==> src/rtl/core/vpc_pkg.sv <==
// Package for the variable power coil controller: shared types, constants,
// register codes, state encodings and the button and ramp step functions.
// No dependencies.
package vpc_pkg;

	localparam int unsigned COIL_MAX_MOHM = 50000;
	localparam int unsigned TAIL_STEP_MW  = 1800;
	localparam int unsigned RAMP_DEFINED  = 111;
	localparam int unsigned NUM_EDGES     = 14;
	localparam int unsigned LIMIT_RESET   = 75000;
	localparam int unsigned START_RESET   = 20000;
	localparam int unsigned VLIM_RESET    = 9000;
	localparam int unsigned WIN_RESET     = 60;
	localparam int unsigned VOLT_CAP_MV   = 65530;
	localparam int unsigned VOLT_ROUND_LO = 65525;
	localparam int unsigned VOLT_DOWN_MV  = 10;
	localparam int unsigned VOLT_UP_MV    = 100;
	localparam int unsigned ROUND_ADD     = 5;
	localparam int unsigned RECIP_10      = 52429;
	localparam int unsigned RECIP_SHIFT   = 19;
	localparam int unsigned SQ_STEPS      = 17;

	typedef logic [7:0]  ticks_t;
	typedef logic [10:0] step_t;
	typedef logic [16:0] mw_t;
	typedef logic [15:0] mv_t;

	typedef enum logic {OP_TICK, OP_POLL} op_t;

	typedef enum logic [1:0] {
		REG_POWER_LIMIT,
		REG_START_POWER,
		REG_VOLT_LIMIT,
		REG_TAP_WINDOW
	} cfg_reg_t;

	typedef struct packed {
		logic        op;
		logic        fire;
		logic        up;
		logic        down;
		logic [15:0] coil_mohm;
		logic        fault_free;
	} item_t;

	typedef struct packed {
		logic   held;
		ticks_t hold;
		ticks_t taps;
	} button_t;

	typedef struct packed {
		logic        start;
		logic [17:0] p;
		logic [15:0] r;
	} sq_req_t;

	typedef struct packed {
		logic busy;
		logic done;
		mv_t  mv;
	} sq_rsp_t;

	typedef enum logic [2:0] {
		BK_IDLE, BK_UP, BK_UP_W, BK_DN, BK_DN_W, BK_TGT, BK_TGT_W, BK_EMIT
	} bk_state_t;

	typedef enum logic [1:0] {SQ_IDLE, SQ_MUL, SQ_ITER, SQ_ROUND} sq_state_t;

	// Hold times at which the rounded exponential ramp goes up by one step.
	localparam ticks_t RAMP_EDGES [NUM_EDGES] = '{
		8'd2, 8'd38, 8'd55, 8'd66, 8'd74, 8'd81, 8'd86,
		8'd91, 8'd95, 8'd99, 8'd102, 8'd105, 8'd108, 8'd110
	};

	function automatic step_t ramp_step(ticks_t t);
		logic [3:0] n;
		n = '0;
		if (t >= 8'(RAMP_DEFINED))
			return step_t'(TAIL_STEP_MW);
		for (int i = 0; i < NUM_EDGES; i++)
			if (t >= RAMP_EDGES[i])
				n = n + 4'd1;
		return step_t'(n) * step_t'(100);
	endfunction

	function automatic button_t track(logic pressed, button_t b, ticks_t w);
		button_t r;
		r = b;
		if (pressed) begin
			if (!b.held)
				r.hold = '0;
			if (r.hold > w)
				r.taps = '0;
			r.held = 1'b1;
		end else begin
			if (b.hold < w && b.held) begin
				if (b.taps != 8'hFF)
					r.taps = b.taps + 8'd1;
				r.hold = '0;
			end else if (b.held || b.hold > w) begin
				r.taps = '0;
			end
			r.held = 1'b0;
		end
		return r;
	endfunction

endpackage

==> src/rtl/core/vpc_if.sv <==
// Channel interfaces of the coil controller: item, result and register write.
// Each carries valid, ready and the payload. No dependencies.
interface vpc_item_if;
	logic        valid;
	logic        ready;
	logic        op;
	logic        fire_button;
	logic        up_button;
	logic        down_button;
	logic [15:0] coil_mohm;
	logic        fault_free;
	modport source (output valid, op, fire_button, up_button, down_button, coil_mohm,
		fault_free, input ready);
	modport sink (input valid, op, fire_button, up_button, down_button, coil_mohm,
		fault_free, output ready);
endinterface

interface vpc_result_if;
	logic        valid;
	logic        ready;
	logic        output_enable;
	logic [15:0] output_mv;
	logic [16:0] power_mw;
	modport source (output valid, output_enable, output_mv, power_mw, input ready);
	modport sink (input valid, output_enable, output_mv, power_mw, output ready);
endinterface

interface vpc_cfg_if;
	logic        valid;
	logic        ready;
	logic [1:0]  index;
	logic [16:0] data;
	modport source (output valid, index, data, input ready);
	modport sink (input valid, index, data, output ready);
endinterface

==> src/rtl/core/vpc_front.sv <==
// Front end: accepts item beats, clamps the coil resistance and pushes the
// item into the queue. Depends on vpc_pkg and vpc_if.
module vpc_front import vpc_pkg::*; (
	vpc_item_if.sink item,
	input  logic     full,
	output logic     push,
	output item_t    wdata
);

	assign item.ready = !full;
	assign push       = item.valid && !full;

	always_comb begin
		wdata.op         = item.op;
		wdata.fire       = item.fire_button;
		wdata.up         = item.up_button;
		wdata.down       = item.down_button;
		wdata.fault_free = item.fault_free;
		wdata.coil_mohm  = (item.coil_mohm > 16'(COIL_MAX_MOHM)) ? 16'(COIL_MAX_MOHM)
			: item.coil_mohm;
	end

endmodule

==> src/rtl/core/vpc_queue.sv <==
// Two-entry queue between the front end and the sequencer.
// Depends on vpc_pkg.
module vpc_queue import vpc_pkg::*; (
	input  logic  clk,
	input  logic  arst_n,
	input  logic  push,
	input  item_t wdata,
	input  logic  pop,
	output item_t head,
	output logic  full,
	output logic  empty
);

	item_t      mem_q [2];
	logic       wr_q;
	logic       rd_q;
	logic [1:0] cnt_q;

	assign full  = cnt_q == 2'd2;
	assign empty = cnt_q == 2'd0;
	assign head  = mem_q[rd_q];

	always_ff @(posedge clk or negedge arst_n) begin
		if (!arst_n) begin
			wr_q  <= 1'b0;
			rd_q  <= 1'b0;
			cnt_q <= 2'd0;
		end else begin
			if (push)
				wr_q <= !wr_q;
			if (pop)
				rd_q <= !rd_q;
			if (push && !pop)
				cnt_q <= cnt_q + 2'd1;
			else if (pop && !push)
				cnt_q <= cnt_q - 2'd1;
		end
	end

	always_ff @(posedge clk) begin
		if (push)
			mem_q[wr_q] <= wdata;
	end

endmodule

==> src/rtl/core/vpc_isqrt.sv <==
// Voltage unit: registers P * R, takes its integer square root one bit a
// cycle and rounds it to 10 mV with a cap. Depends on vpc_pkg.
module vpc_isqrt import vpc_pkg::*; (
	input  logic    clk,
	input  logic    arst_n,
	input  sq_req_t req,
	output sq_rsp_t rsp
);

	sq_state_t   state_q;
	logic [17:0] p_q;
	logic [15:0] r_q;
	logic [33:0] x_q;
	logic [19:0] rem_q;
	logic [16:0] root_q;
	logic [4:0]  cnt_q;
	mv_t         mv_q;
	logic        done_q;

	logic [19:0] rem_sh;
	logic [19:0] trial;
	logic        fits;
	logic [15:0] rnd;
	logic [31:0] prod;
	logic [12:0] quot;
	mv_t         mv_d;

	always_comb begin
		rem_sh = {rem_q[17:0], x_q[33:32]};
		trial  = {1'b0, root_q, 2'b01};
		fits   = rem_sh >= trial;
		rnd    = root_q[15:0] + 16'(ROUND_ADD);
		prod   = 32'(rnd) * 32'(RECIP_10);
		quot   = prod[31:RECIP_SHIFT];
		// Roots that round to the cap or above are clamped before the divide.
		if (root_q >= 17'(VOLT_ROUND_LO))
			mv_d = mv_t'(VOLT_CAP_MV);
		else
			mv_d = 16'({quot, 3'b000}) + 16'({quot, 1'b0});
	end

	always_ff @(posedge clk or negedge arst_n) begin
		if (!arst_n) begin
			state_q <= SQ_IDLE;
			cnt_q   <= '0;
			done_q  <= 1'b0;
		end else begin
			done_q <= 1'b0;
			case (state_q)
				SQ_IDLE: if (req.start) state_q <= SQ_MUL;
				SQ_MUL: begin
					cnt_q   <= '0;
					state_q <= SQ_ITER;
				end
				SQ_ITER: begin
					cnt_q <= cnt_q + 5'd1;
					if (cnt_q == 5'(SQ_STEPS - 1))
						state_q <= SQ_ROUND;
				end
				SQ_ROUND: begin
					done_q  <= 1'b1;
					state_q <= SQ_IDLE;
				end
				default: state_q <= SQ_IDLE;
			endcase
		end
	end

	always_ff @(posedge clk) begin
		case (state_q)
			SQ_IDLE: begin
				if (req.start) begin
					p_q <= req.p;
					r_q <= req.r;
				end
			end
			SQ_MUL: begin
				x_q    <= 34'(p_q) * 34'(r_q);
				rem_q  <= '0;
				root_q <= '0;
			end
			SQ_ITER: begin
				x_q <= {x_q[31:0], 2'b00};
				if (fits) begin
					rem_q  <= rem_sh - trial;
					root_q <= {root_q[15:0], 1'b1};
				end else begin
					rem_q  <= rem_sh;
					root_q <= {root_q[15:0], 1'b0};
				end
			end
			SQ_ROUND: mv_q <= mv_d;
			default: ;
		endcase
	end

	assign rsp.busy = state_q != SQ_IDLE;
	assign rsp.done = done_q;
	assign rsp.mv   = mv_q;

endmodule

==> src/rtl/core/vpc_back.sv <==
// Back end: holds the registers, button and power state, runs each poll item
// through the voltage unit and holds the result beat. Depends on vpc_pkg, vpc_if.
module vpc_back import vpc_pkg::*; #(
	parameter int unsigned RAMP_ENTRIES = 111
) (
	input  logic    clk,
	input  logic    arst_n,
	input  item_t   head,
	input  logic    q_empty,
	output logic    q_pop,
	vpc_cfg_if.sink cfg,
	vpc_result_if.source result,
	output sq_req_t sq_req,
	input  sq_rsp_t sq_rsp
);

	bk_state_t   state_q, state_d;
	mw_t         limit_q, power_q;
	mv_t         vlim_q, volt_q;
	ticks_t      win_q;
	button_t     btn_q [3];
	logic        coil_q;
	logic [15:0] res_q;
	step_t       step_up_q, step_dn_q;
	logic [17:0] op_q;
	logic        keep_q;
	logic        out_valid_q, out_enable_q;
	mv_t         out_mv_q;
	mw_t         out_power_q;

	button_t     nb [3];
	logic        press [3];
	logic        blocked, coil_n, emit_ok;
	logic [17:0] sum;
	logic        up_clamp, dn_zero;
	mv_t         tgt;

	function automatic step_t step_of(ticks_t t);
		if ({1'b0, t} >= 9'(RAMP_ENTRIES))
			return step_t'(TAIL_STEP_MW);
		return ramp_step(t);
	endfunction

	assign press[0] = head.fire;
	assign press[1] = head.up;
	assign press[2] = head.down;

	always_comb begin
		for (int i = 0; i < 3; i++)
			nb[i] = track(press[i], btn_q[i], win_q);
		blocked = nb[0].taps > 8'd1 && nb[0].hold < win_q;
		coil_n  = coil_q;
		if (!coil_q && nb[0].held && head.coil_mohm != 16'd0 && !blocked && head.fault_free)
			coil_n = 1'b1;
		else if ((coil_q && !nb[0].held) || blocked)
			coil_n = 1'b0;
		sum      = {1'b0, power_q} + 18'(step_up_q);
		up_clamp = sum >= {1'b0, limit_q};
		dn_zero  = 17'(step_dn_q) >= power_q;
		// While the coil is on the voltage only walks toward the target.
		tgt = sq_rsp.mv;
		if (sq_rsp.mv != volt_q && coil_q) begin
			if (sq_rsp.mv < volt_q)
				tgt = (volt_q >= mv_t'(VOLT_DOWN_MV)) ? volt_q - mv_t'(VOLT_DOWN_MV) : volt_q;
			else
				tgt = (17'(volt_q) + 17'(VOLT_UP_MV) > 17'hFFFF) ? 16'hFFFF
					: volt_q + mv_t'(VOLT_UP_MV);
		end
	end

	always_comb begin
		state_d      = state_q;
		q_pop        = 1'b0;
		sq_req.start = 1'b0;
		sq_req.r     = res_q;
		sq_req.p     = {1'b0, power_q};
		emit_ok      = !out_valid_q || result.ready;
		case (state_q)
			BK_IDLE: begin
				if (!q_empty) begin
					q_pop = 1'b1;
					if (head.op == OP_POLL)
						state_d = nb[1].held ? BK_UP : (nb[2].held ? BK_DN : BK_TGT);
					else
						state_d = BK_EMIT;
				end
			end
			BK_UP: begin
				sq_req.start = 1'b1;
				sq_req.p     = up_clamp ? {1'b0, limit_q} : sum;
				state_d      = BK_UP_W;
			end
			BK_UP_W: if (sq_rsp.done) state_d = btn_q[2].held ? BK_DN : BK_TGT;
			BK_DN: begin
				sq_req.p = {1'b0, power_q - 17'(step_dn_q)};
				if (dn_zero) begin
					state_d = BK_TGT;
				end else begin
					sq_req.start = 1'b1;
					state_d      = BK_DN_W;
				end
			end
			BK_DN_W: if (sq_rsp.done) state_d = BK_TGT;
			BK_TGT: begin
				sq_req.start = 1'b1;
				state_d      = BK_TGT_W;
			end
			BK_TGT_W: if (sq_rsp.done) state_d = BK_EMIT;
			BK_EMIT: if (emit_ok) state_d = BK_IDLE;
			default: state_d = BK_IDLE;
		endcase
	end

	assign cfg.ready = 1'b1;

	always_ff @(posedge clk or negedge arst_n) begin
		if (!arst_n) begin
			state_q <= BK_IDLE;
			limit_q <= mw_t'(LIMIT_RESET);
			power_q <= mw_t'(START_RESET);
			vlim_q  <= mv_t'(VLIM_RESET);
			win_q   <= ticks_t'(WIN_RESET);
			volt_q  <= '0;
			coil_q  <= 1'b0;
			for (int i = 0; i < 3; i++)
				btn_q[i] <= '0;
		end else begin
			state_q <= state_d;
			case (state_q)
				BK_IDLE: begin
					if (!q_empty) begin
						if (head.op == OP_POLL) begin
							for (int i = 0; i < 3; i++)
								btn_q[i] <= nb[i];
							coil_q <= coil_n;
						end else begin
							for (int i = 0; i < 3; i++)
								if (btn_q[i].hold != 8'hFF)
									btn_q[i].hold <= btn_q[i].hold + 8'd1;
						end
					end
				end
				BK_UP: if (up_clamp) power_q <= limit_q;
				BK_UP_W, BK_DN_W: begin
					if (sq_rsp.done) begin
						volt_q <= sq_rsp.mv;
						if (keep_q && sq_rsp.mv <= vlim_q)
							power_q <= op_q[16:0];
					end
				end
				BK_DN: begin
					if (dn_zero) begin
						power_q <= '0;
						volt_q  <= '0;
					end
				end
				BK_TGT_W: if (sq_rsp.done) volt_q <= tgt;
				default: ;
			endcase
			if (cfg.valid) begin
				case (cfg.index)
					REG_POWER_LIMIT: limit_q <= cfg.data;
					// The start power only matters at the moment it is written.
					REG_START_POWER: power_q <= cfg.data;
					REG_VOLT_LIMIT: vlim_q <= cfg.data[15:0];
					REG_TAP_WINDOW: win_q <= cfg.data[7:0];
					default: ;
				endcase
			end
		end
	end

	// Item payload and operands need no reset.
	always_ff @(posedge clk) begin
		case (state_q)
			BK_IDLE: begin
				if (!q_empty && head.op == OP_POLL) begin
					res_q     <= head.coil_mohm;
					step_up_q <= step_of(nb[1].hold);
					step_dn_q <= step_of(nb[2].hold);
				end
			end
			BK_UP: begin
				op_q   <= sq_req.p;
				keep_q <= !up_clamp;
			end
			BK_DN: begin
				op_q   <= sq_req.p;
				keep_q <= 1'b1;
			end
			default: ;
		endcase
	end

	always_ff @(posedge clk or negedge arst_n) begin
		if (!arst_n)
			out_valid_q <= 1'b0;
		else if (state_q == BK_EMIT && emit_ok)
			out_valid_q <= 1'b1;
		else if (result.ready)
			out_valid_q <= 1'b0;
	end

	always_ff @(posedge clk) begin
		if (state_q == BK_EMIT && emit_ok) begin
			out_enable_q <= coil_q;
			out_mv_q     <= volt_q;
			out_power_q  <= power_q;
		end
	end

	assign result.valid         = out_valid_q;
	assign result.output_enable = out_enable_q;
	assign result.output_mv     = out_mv_q;
	assign result.power_mw      = out_power_q;

endmodule

==> src/rtl/core/variable_power_coil_controller.sv <==
// Top level of the variable power coil controller: front end, queue,
// sequencer and voltage unit. Depends on vpc_pkg, vpc_if and the vpc modules.
//
//   channel  role    payload
//   item     sink    op, fire/up/down buttons, coil_mohm, fault_free
//   result   source  output_enable, output_mv, power_mw
//   cfg      sink    index (2 bit), data (17 bit), always ready
//
// A tick passes from the sequencer's idle state straight to its emit state. A poll
// does one to three square roots, each a multiply state, the 17-step bit-serial
// square root and a rounding state in the voltage unit. Items also pass through the
// queue and the result register.
// The queue holds two items, so the front keeps accepting until it is full while a result beat
// waits; reset is asynchronous and active low and needs no clearing pass.
module variable_power_coil_controller import vpc_pkg::*; #(
	parameter int unsigned RAMP_ENTRIES = 111
) (
	input logic clk,
	input logic arst_n,
	vpc_item_if.sink item,
	vpc_result_if.source result,
	vpc_cfg_if.sink cfg
);

	logic    q_push, q_pop, q_full, q_empty;
	item_t   q_wdata, q_head;
	sq_req_t sq_req;
	sq_rsp_t sq_rsp;

	vpc_front u_front (
		.item  (item),
		.full  (q_full),
		.push  (q_push),
		.wdata (q_wdata)
	);

	vpc_queue u_queue (
		.clk   (clk),
		.arst_n(arst_n),
		.push  (q_push),
		.wdata (q_wdata),
		.pop   (q_pop),
		.head  (q_head),
		.full  (q_full),
		.empty (q_empty)
	);

	vpc_isqrt u_isqrt (
		.clk   (clk),
		.arst_n(arst_n),
		.req   (sq_req),
		.rsp   (sq_rsp)
	);

	vpc_back #(.RAMP_ENTRIES(RAMP_ENTRIES)) u_back (
		.clk    (clk),
		.arst_n (arst_n),
		.head   (q_head),
		.q_empty(q_empty),
		.q_pop  (q_pop),
		.cfg    (cfg),
		.result (result),
		.sq_req (sq_req),
		.sq_rsp (sq_rsp)
	);

	a_push_room: assert property (@(posedge clk) disable iff (!arst_n)
		q_push |-> !q_full) else $error("queue push while full");
	a_pop_data: assert property (@(posedge clk) disable iff (!arst_n)
		q_pop |-> !q_empty) else $error("queue pop while empty");
	a_start_idle: assert property (@(posedge clk) disable iff (!arst_n)
		sq_req.start |-> !sq_rsp.busy) else $error("square root started while busy");
	a_start_busy: assert property (@(posedge clk) disable iff (!arst_n)
		sq_req.start |=> sq_rsp.busy && !sq_req.start) else $error("square root not taken");

endmodule

==> src/flat_wrapper.sv <==
// flat-port wrapper written by rule: the top's interface ports become plain ports
module variable_power_coil_controller_flat import vpc_pkg::*;
#(
	parameter int unsigned RAMP_ENTRIES = 111
)
  (clk, arst_n, item_valid, item_op, item_fire_button, item_up_button, item_down_button, item_coil_mohm, item_fault_free, item_ready, result_valid, result_output_enable, result_output_mv, result_power_mw, result_ready, cfg_valid, cfg_index, cfg_data, cfg_ready);
  vpc_item_if item_i ();
  vpc_result_if result_i ();
  vpc_cfg_if cfg_i ();
  input logic clk;
  input logic arst_n;
  input wire logic [$bits(item_i.valid)-1:0] item_valid;
  input wire logic [$bits(item_i.op)-1:0] item_op;
  input wire logic [$bits(item_i.fire_button)-1:0] item_fire_button;
  input wire logic [$bits(item_i.up_button)-1:0] item_up_button;
  input wire logic [$bits(item_i.down_button)-1:0] item_down_button;
  input wire logic [$bits(item_i.coil_mohm)-1:0] item_coil_mohm;
  input wire logic [$bits(item_i.fault_free)-1:0] item_fault_free;
  output wire logic [$bits(item_i.ready)-1:0] item_ready;
  output wire logic [$bits(result_i.valid)-1:0] result_valid;
  output wire logic [$bits(result_i.output_enable)-1:0] result_output_enable;
  output wire logic [$bits(result_i.output_mv)-1:0] result_output_mv;
  output wire logic [$bits(result_i.power_mw)-1:0] result_power_mw;
  input wire logic [$bits(result_i.ready)-1:0] result_ready;
  input wire logic [$bits(cfg_i.valid)-1:0] cfg_valid;
  input wire logic [$bits(cfg_i.index)-1:0] cfg_index;
  input wire logic [$bits(cfg_i.data)-1:0] cfg_data;
  output wire logic [$bits(cfg_i.ready)-1:0] cfg_ready;
  assign item_i.valid = item_valid;
  assign item_i.op = item_op;
  assign item_i.fire_button = item_fire_button;
  assign item_i.up_button = item_up_button;
  assign item_i.down_button = item_down_button;
  assign item_i.coil_mohm = item_coil_mohm;
  assign item_i.fault_free = item_fault_free;
  assign item_ready = item_i.ready;
  assign result_valid = result_i.valid;
  assign result_output_enable = result_i.output_enable;
  assign result_output_mv = result_i.output_mv;
  assign result_power_mw = result_i.power_mw;
  assign result_i.ready = result_ready;
  assign cfg_i.valid = cfg_valid;
  assign cfg_i.index = cfg_index;
  assign cfg_i.data = cfg_data;
  assign cfg_ready = cfg_i.ready;
  variable_power_coil_controller #(.RAMP_ENTRIES(RAMP_ENTRIES)) u_core (.clk(clk), .arst_n(arst_n), .item(item_i), .result(result_i), .cfg(cfg_i));
endmodule
==> config.mk <==
export PLATFORM = sky130hd
export DESIGN_NAME = variable_power_coil_controller_flat
export DESIGN_NICKNAME = d
export VERILOG_FILES = /design/src/rtl/core/vpc_pkg.sv /design/src/rtl/core/vpc_if.sv /design/src/rtl/core/vpc_front.sv /design/src/rtl/core/vpc_queue.sv /design/src/rtl/core/vpc_isqrt.sv /design/src/rtl/core/vpc_back.sv /design/src/rtl/core/variable_power_coil_controller.sv /design/src/flat_wrapper.sv
export SDC_FILE = /design/constraint.sdc
export NUM_CORES = 2
export LEC_CHECK = 0
export CORE_MARGIN = 3
export CORE_UTILIZATION = 60
export DETAILED_ROUTE_END_ITERATION = 8
export DONT_BUFFER_PORTS = 1
export PLACE_DENSITY = 0.79
export RECOVER_POWER = 100
export SLEW_MARGIN = 20
export SYNTH_ARGS = -nofsm -noshare
export SYNTH_HDL_FRONTEND = slang
export SYNTH_SLANG_ARGS = --single-unit
==> constraint.sdc <==
create_clock -name clk -period 9.8 [get_ports clk]
set_clock_uncertainty 0.1 [all_clocks]
set_input_delay 0.98 -clock clk [delete_from_list [all_inputs] [get_ports clk]]
set_output_delay 0.98 -clock clk [all_outputs]
set_load 0.01 [all_outputs]
---- Yosys cells after proc, flatten, opt, wreduce, memory -nomap -nowiden ----
Memories as Yosys holds them, arrays and structs flattened.
Cells that the tools add are included.
storage, ports and cells
  memories ................................ 1
  bits of input ports ..................... 45
  bits in writable memories ............... 42
  flip-flop bits (word level) ............. 351
  logic and storage cells ................. 484
memories
  memory                depth  width  read ports  clocked after Yosys merged registers in  wr ports  line             RTL
  u_core.u_queue.mem_q  2      21     1           0                                        1         vpc_queue.sv:14  item_t mem_q [2];
cells by class
  equal/unequal tests ..................... 36
  $lt $le $gt $ge ......................... 52
  $mul .................................... 4
  bitwise logic cells ..................... 1
  add/subtract/negate cells ............... 43
  reduce and logical (&&, ||, !) cells .... 66
  mux-type cells .......................... 244
operators by type and width
  operator                                                                             count
  4-bit 2-to-1 mux                                                                     138
  8-bit 2-to-1 mux                                                                     27
  8-bit by 7-bit greater-or-equal comparator with 1-bit output, second input constant  26
  17-bit 2-to-1 mux                                                                    9
  16-bit 2-to-1 mux                                                                    8
  4-bit by 1-bit adder with 4-bit output, second input constant                        26
  11-bit 2-to-1 mux                                                                    8
  18-bit case mux with 2 select lines                                                  2
  34-bit case mux with 2 select lines                                                  1
  17-bit case mux with 3 select lines                                                  1
  8-bit by 1-bit adder with 8-bit output, second input constant                        6
  8-bit greater-than comparator                                                        6
  8-bit inequality test, second input constant                                         6
  16-bit case mux with 3 select lines                                                  1
  18-bit 2-to-1 mux                                                                    2
  18-bit by 16-bit multiplier with 34-bit output                                       1
  17-bit case mux with 2 select lines                                                  1
  8-bit by 6-bit greater-or-equal comparator with 1-bit output, second input constant  4
  8-bit < comparator                                                                   4
  16-bit by 16-bit multiplier with 32-bit output, second input constant                1
  1-bit 2-to-1 mux                                                                     28
  3-bit 2-to-1 mux                                                                     9
  3-bit case mux with 8 select lines                                                   1
  20-bit by 19-bit greater-or-equal comparator with 1-bit output                       1
  other kinds (52)                                                                     129

---- Longest topological paths before layout ----
  word-level depth ........................ 97
  depth in mapped cells ................... 52
  depth with buffers taken out ............ 51

---- Cells and area by module ----
Synthesis repeated with hierarchy kept, for this count alone.
second synthesis, totals
  cells, all modules ...................... 4,087
  area, all modules ....................... 38,478.2 µm²
modules (own cells, without submodules)
  module     area each (µm²)  cells each  instances
  vpc_isqrt  19,945.4         2,054       1
  vpc_back   16,599.7         1,917       1
  vpc_queue  1,706.6          81          1
  vpc_front  226.5            35          1

---- Least setup slack after synthesis ----
Ideal clock, no wire load.
  kind .................................... reg2reg
  start ................................... register u_core.u_back.win_q[2]
  end ..................................... register u_core.u_back.step_up_q[10], data pin
  required time ........................... 9.426 ns
  slack ................................... -1.037 ns
  library setup time ...................... 0.274 ns
  buffers on the path ..................... 2
  clock period less this slack ............ 10.837 ns
  stages on the path, launching flop included .. 52
  data arrival time ....................... 10.463 ns
  cell sequence ........................... dfstp_2 inv_1 ha_1 a21oi_1 o21ai_1 a221oi_2 a21o_1 buf_2 a21oi_1 inv_1 ha_1 clkbuf_1 xor2_1 ha_1 mux2i_1 a21oi_1 o22ai_1 inv_1 [... 16 more ...] o211ai_1 ha_1 mux2_2 ha_1 mux2_2 ha_1 mux2_2 ha_1 o21ai_0 xnor2_1 nand2_1 xnor2_1 inv_1 ha_1 fa_1 a31oi_1 xor2_1 nand2_1
between the ends
  longest elaborated chain between the ends .. 91
  elaborated cells on any way between the ends .. 113
RTL lines
  item                                                          line             RTL
  start, declared                                               vpc_back.sv:20   ticks_t win_q;
  start signal, assigned                                        vpc_back.sv:122  win_q <= ticks_t'(WIN_RESET);
  start signal, assigned                                        vpc_back.sv:166  REG_TAP_WINDOW: win_q <= cfg.data[7:0];
  8-bit < comparator (*)                                        vpc_pkg.sv:97    if (b.hold < w && b.held) begin
  1-bit logical AND (*)                                         vpc_pkg.sv:97
  8-bit 2-to-1 mux (*)                                          vpc_pkg.sv:97
  17-bit 2-to-1 mux (*)                                         vpc_pkg.sv:90    if (pressed) begin
  8-bit by 2-bit greater-or-equal comparator with 1-bit output  vpc_pkg.sv:82    if (t >= RAMP_EDGES[i])
  1-bit 2-to-1 mux                                              vpc_pkg.sv:82
  4-bit 2-to-1 mux                                              vpc_pkg.sv:81    for (int i = 0; i < NUM_EDGES; i++)
  4-bit 2-to-1 mux                                              vpc_back.sv:41   return ramp_step(t);
  [... 75 more ...]                                             -
  4-bit 2-to-1 mux                                              vpc_pkg.sv:82
  4-bit 2-to-1 mux                                              vpc_pkg.sv:81
  4-bit 2-to-1 mux                                              vpc_back.sv:41
  4-bit 2-to-1 mux                                              vpc_back.sv:177  if (!q_empty && head.op == OP_POLL) begin
  4-bit 2-to-1 mux                                              vpc_back.sv:175  case (state_q)
  4-bit by 5-bit multiplier with 9-bit output                   vpc_pkg.sv:84    return step_t'(n) * step_t'(100);
  11-bit 2-to-1 mux                                             vpc_pkg.sv:81
  11-bit 2-to-1 mux (*)                                         vpc_back.sv:41
  end signal, assigned                                          vpc_back.sv:179  step_up_q <= step_of(nb[1].hold);
  end, declared                                                 vpc_back.sv:24   step_t step_up_q, step_dn_q;
Every way passes the cells marked *; elsewhere a longest branch is shown, timed or not. The select of a mux whose other input is x is not followed.
A chain may end at the register's enable or synchronous reset.

---- Worst setup path after layout ----
Ends and elaborated chain as after synthesis.

==> summary.md <==
| Metric | Value |
|---|---|
| Via count | `28000` |
| Avg Cell Area, Syn | `9.57 µm²` |
| Post-route insts no fill | `4688` |
| Worst-path clk slew | `0.06 ns` |
| Top cells by area, synth | `edfxtp_1 (20%), fa_1 (17%), ha_1 (15%)` |
| Slew margin rel. | `-306%` |
| Io pins | `82` |
| Max Fanout on Critical Path | `3` |
| Row count | `90` |
| Crit-path slowest cell | `dfstp_2` |
| Placed instance count | `4579` |
| Final period util | `102%` |
| Initial Util | `60.9%` |
| Cell accounting for the most synthesized area | `edfxtp_1` |
| Cells after Synth | `3853` |
| Finish-stage setup viols | `4` |
| Yosys cell types | `99` |
| Total gr overflow | `0` |
| First-pass GRT wire length | `146000 µm` |
| Syn_nets | `4636` |
| Startpoint Class | `flip-flop` |
| Pre-CTS WS | `-0.345 ns` |
| Post-synth ARST share | `33.9%` |
| Cts bufs inserted | `43` |
| DR iter-0 viols | `2165` |
| WP data required | `10.01 ns` |
| Min-delay worst type | `in2async` |
| Area grow syn2layout | `9.51%` |
| Most frequent cell after synthesis | `inv_1` |
| # clock sinks | `372` |
| Total wire length | `89000 µm` |
| CTS tree | `built` |
| Total GRT Usage | `28.1%` |
| Run status | `complete, but fails checks` |
| Top cell type's share of synthesized area | `20.0%` |
| Post-synth top flop | `edfxtp_1` |
| Post-Syn Area | `36900 µm²` |
| Number of antenna violations at the first check in global routing | `2` |
| Actual slew at the worst max-slew pin | `6.09 ns` |
| Skew-Pair Late Insertion Delay | `0.58 ns` |
| RD Place Congestion | `0.924` |
| Finished Cell Area | `40400 µm²` |
| Die span in x | `254 µm` |
| H-Tree Depth | `2` |
| Drc violations | `0` |
| Hold slack | `0.143 ns` |
| Die Y | `254 µm` |
| Final HPWL DP | `65700 µm` |
| RSZ-0062 raised after global routing | `yes` |
| Port buffer count | `0` |
| Max Freq | `99.7 MHz` |
| Max-cap viol count | `6` |
| Crit path kind | `reg2reg` |
| Post-route ant nets | `0` |
| List of most frequent post-synthesis cells | `inv_1 (508), nand2_1 (457), ha_1 (431)` |
| Largest net degree at the start of global routing | `105` |
| Clk buf depth | `3` |
| WL/cell | `19.0 µm` |
| Failing checks | `max-capacitance violations, max-slew violations, negative setup slack` |
| Tmin final | `10.03 ns` |
| Yosys Warn Count | `0` |
| WP data arrival | `10.24 ns` |
| Vias in the first global route | `28300` |
| Setup ws final | `-0.228 ns` |
| Nets@finish | `4650` |
| Synthesized flop and latch total | `372` |
| Pins Over Slew Limit | `383` |
| Final Hold Viols | `0` |
| Number of synthesized flops with an enable pin | `246` |
| DR pass1 iterations | `5` |
| Core Footprint | `60600 µm²` |
| Slowest Stage Delay on Critical Path | `0.55 ns` |
| Critical Path Most Common Cell | `ha_4` |
| Critical Path End Type | `flip-flop` |
| Root buffer cell | `clkbuf_16` |
| Cell Area, Placed | `38300 µm²` |
| Share of cells above drive strength 1 | `9.56%` |
| Die area | `64500 µm²` |
| Seq/Total Area, Yosys | `28.7%` |
| DR vias/cell | `5.97` |
==> worst max-delay path: cells and delay by family, from the launching register on <==
| family | cells | cell delay, ns |
|---|---|---|
| AO/OA/AOI/OAI | 15 | 2.20 |
| XOR/XNOR | 4 | 0.64 |
| adder cells (fa/ha/maj) | 15 | 3.74 |
| buffers and inverters | 4 | 0.30 |
| flip-flops | 1 | 0.55 |
| multiplexers | 7 | 1.85 |
| AND/OR/NAND/NOR | 4 | 0.37 |
==> worst paths after layout <==
check                      cells past startpoint                     endpoint                    from  slack [ns]
max in group asynchronous                      1      u_core.u_back.btn_q[38]                  arst_n        3.64
min reg2reg                                    0        u_core.u_isqrt.r_q[3]  u_core.u_back.res_q[3]        0.32
max reg2reg                                   49  u_core.u_back.step_up_q[10]  u_core.u_back.win_q[2]       -0.23
min                                            0      u_core.u_back.vlim_q[3]                  arst_n        0.14
min in group clk                               0        u_core.u_isqrt.r_q[3]  u_core.u_back.res_q[3]        0.32
max                                           49  u_core.u_back.step_up_q[10]  u_core.u_back.win_q[2]       -0.23
==> logic make-up after synthesis <==
| logic type | count (synthesis) | synth area share [%] |
|---|---|---|
| buffers and inverters | 654 | 6.70 |
| other | 2 | 0.0204 |
| AO/OA/AOI/OAI | 701 | 11.9 |
| AND/OR/NAND/NOR | 1125 | 14.5 |
| multiplexers | 91 | 2.69 |
| XOR/XNOR | 169 | 4.21 |
| flip-flops | 372 | 28.7 |
| adder cells (fa/ha/maj) | 739 | 31.3 |
==> layout make-up <==
class                           count  area, µm²
Antenna cell                        4       10.0
Clock buffer                       52       1180
Clock inverter                     28        387
Fill cell                        4628      20200
Inverter                          512       1920
Multi-Input combinational cell   2827      24500
Sequential cell                   372      10600
Tap cell                          782        978
Timing Repair Buffer              111        800
==> stage by stage <==
| step | util (%) | setup TNS [ns] |
|---|---|---|
| 2_1_floorplan | - | -0.922 |
| 3_3_place_gp | 63.1 | -0.0438 |
| 3_5_place_dp | 63.1 | -1.34 |
| 4_1_cts | 66.1 | -0.0634 |
| 5_1_grt | 66.7 | -3.02 |
| 6_report | 66.7 | -0.653 |
==> repair_timing <==
action	in CTS	in global routing
buffers inserted	12	11
resized for setup	23	51
pin swaps	44	50
hold endpoints to repair	104	0
endpoints found under the setup margin	7	11
hold buffers	1	0
==> state kept, by name, summed over array words and instances (netlist names), 17 cells and up <==
| name | count |
|---|---|
| u_core.u_back.btn_q | 35 |
| u_core.u_queue.mem_q | 42 |
| u_core.u_isqrt.x_q | 34 |
| u_core.u_back.limit_q | 17 |
| u_core.u_isqrt.rem_q | 18 |
| u_core.u_isqrt.p_q | 18 |
| u_core.u_back.power_q | 17 |
| u_core.u_back.result.power_mw | 17 |
| u_core.u_back.op_q | 17 |
| u_core.u_isqrt.root_q | 17 |
==> routing by layer <==
layer	vias to the layer above	GRT usage (%)	routed length, µm
li1	13100	-	-
met1	13700	37.0	37100
met2	976	45.9	41800
met3	210	6.75	7190
met4	0	9.01	2860
met5	-	0	0
==> cell usage in the layout (no fill, tap or decap), types with 26 or more instances in the layout <==
cell type and n:
nor3_1 44, ha_4 28, a21o_1 57, dfrtp_1 104, xnor2_1 106, mux2i_1 26, a21oi_1 186, fa_1 305
ha_1 401, nor2b_1 28, nand3_1 83, inv_1 497, xor2_1 45, clkbuf_16 44, o21ai_0 178, nand2_1 455
buf_4 98, and2_1 121, mux2_2 36, edfxtp_1 246, nand2b_1 34, nor2_1 195
Power is not shown: default switching activity piles up to over one toggle a cycle in this logic, so the estimate is an artifact.
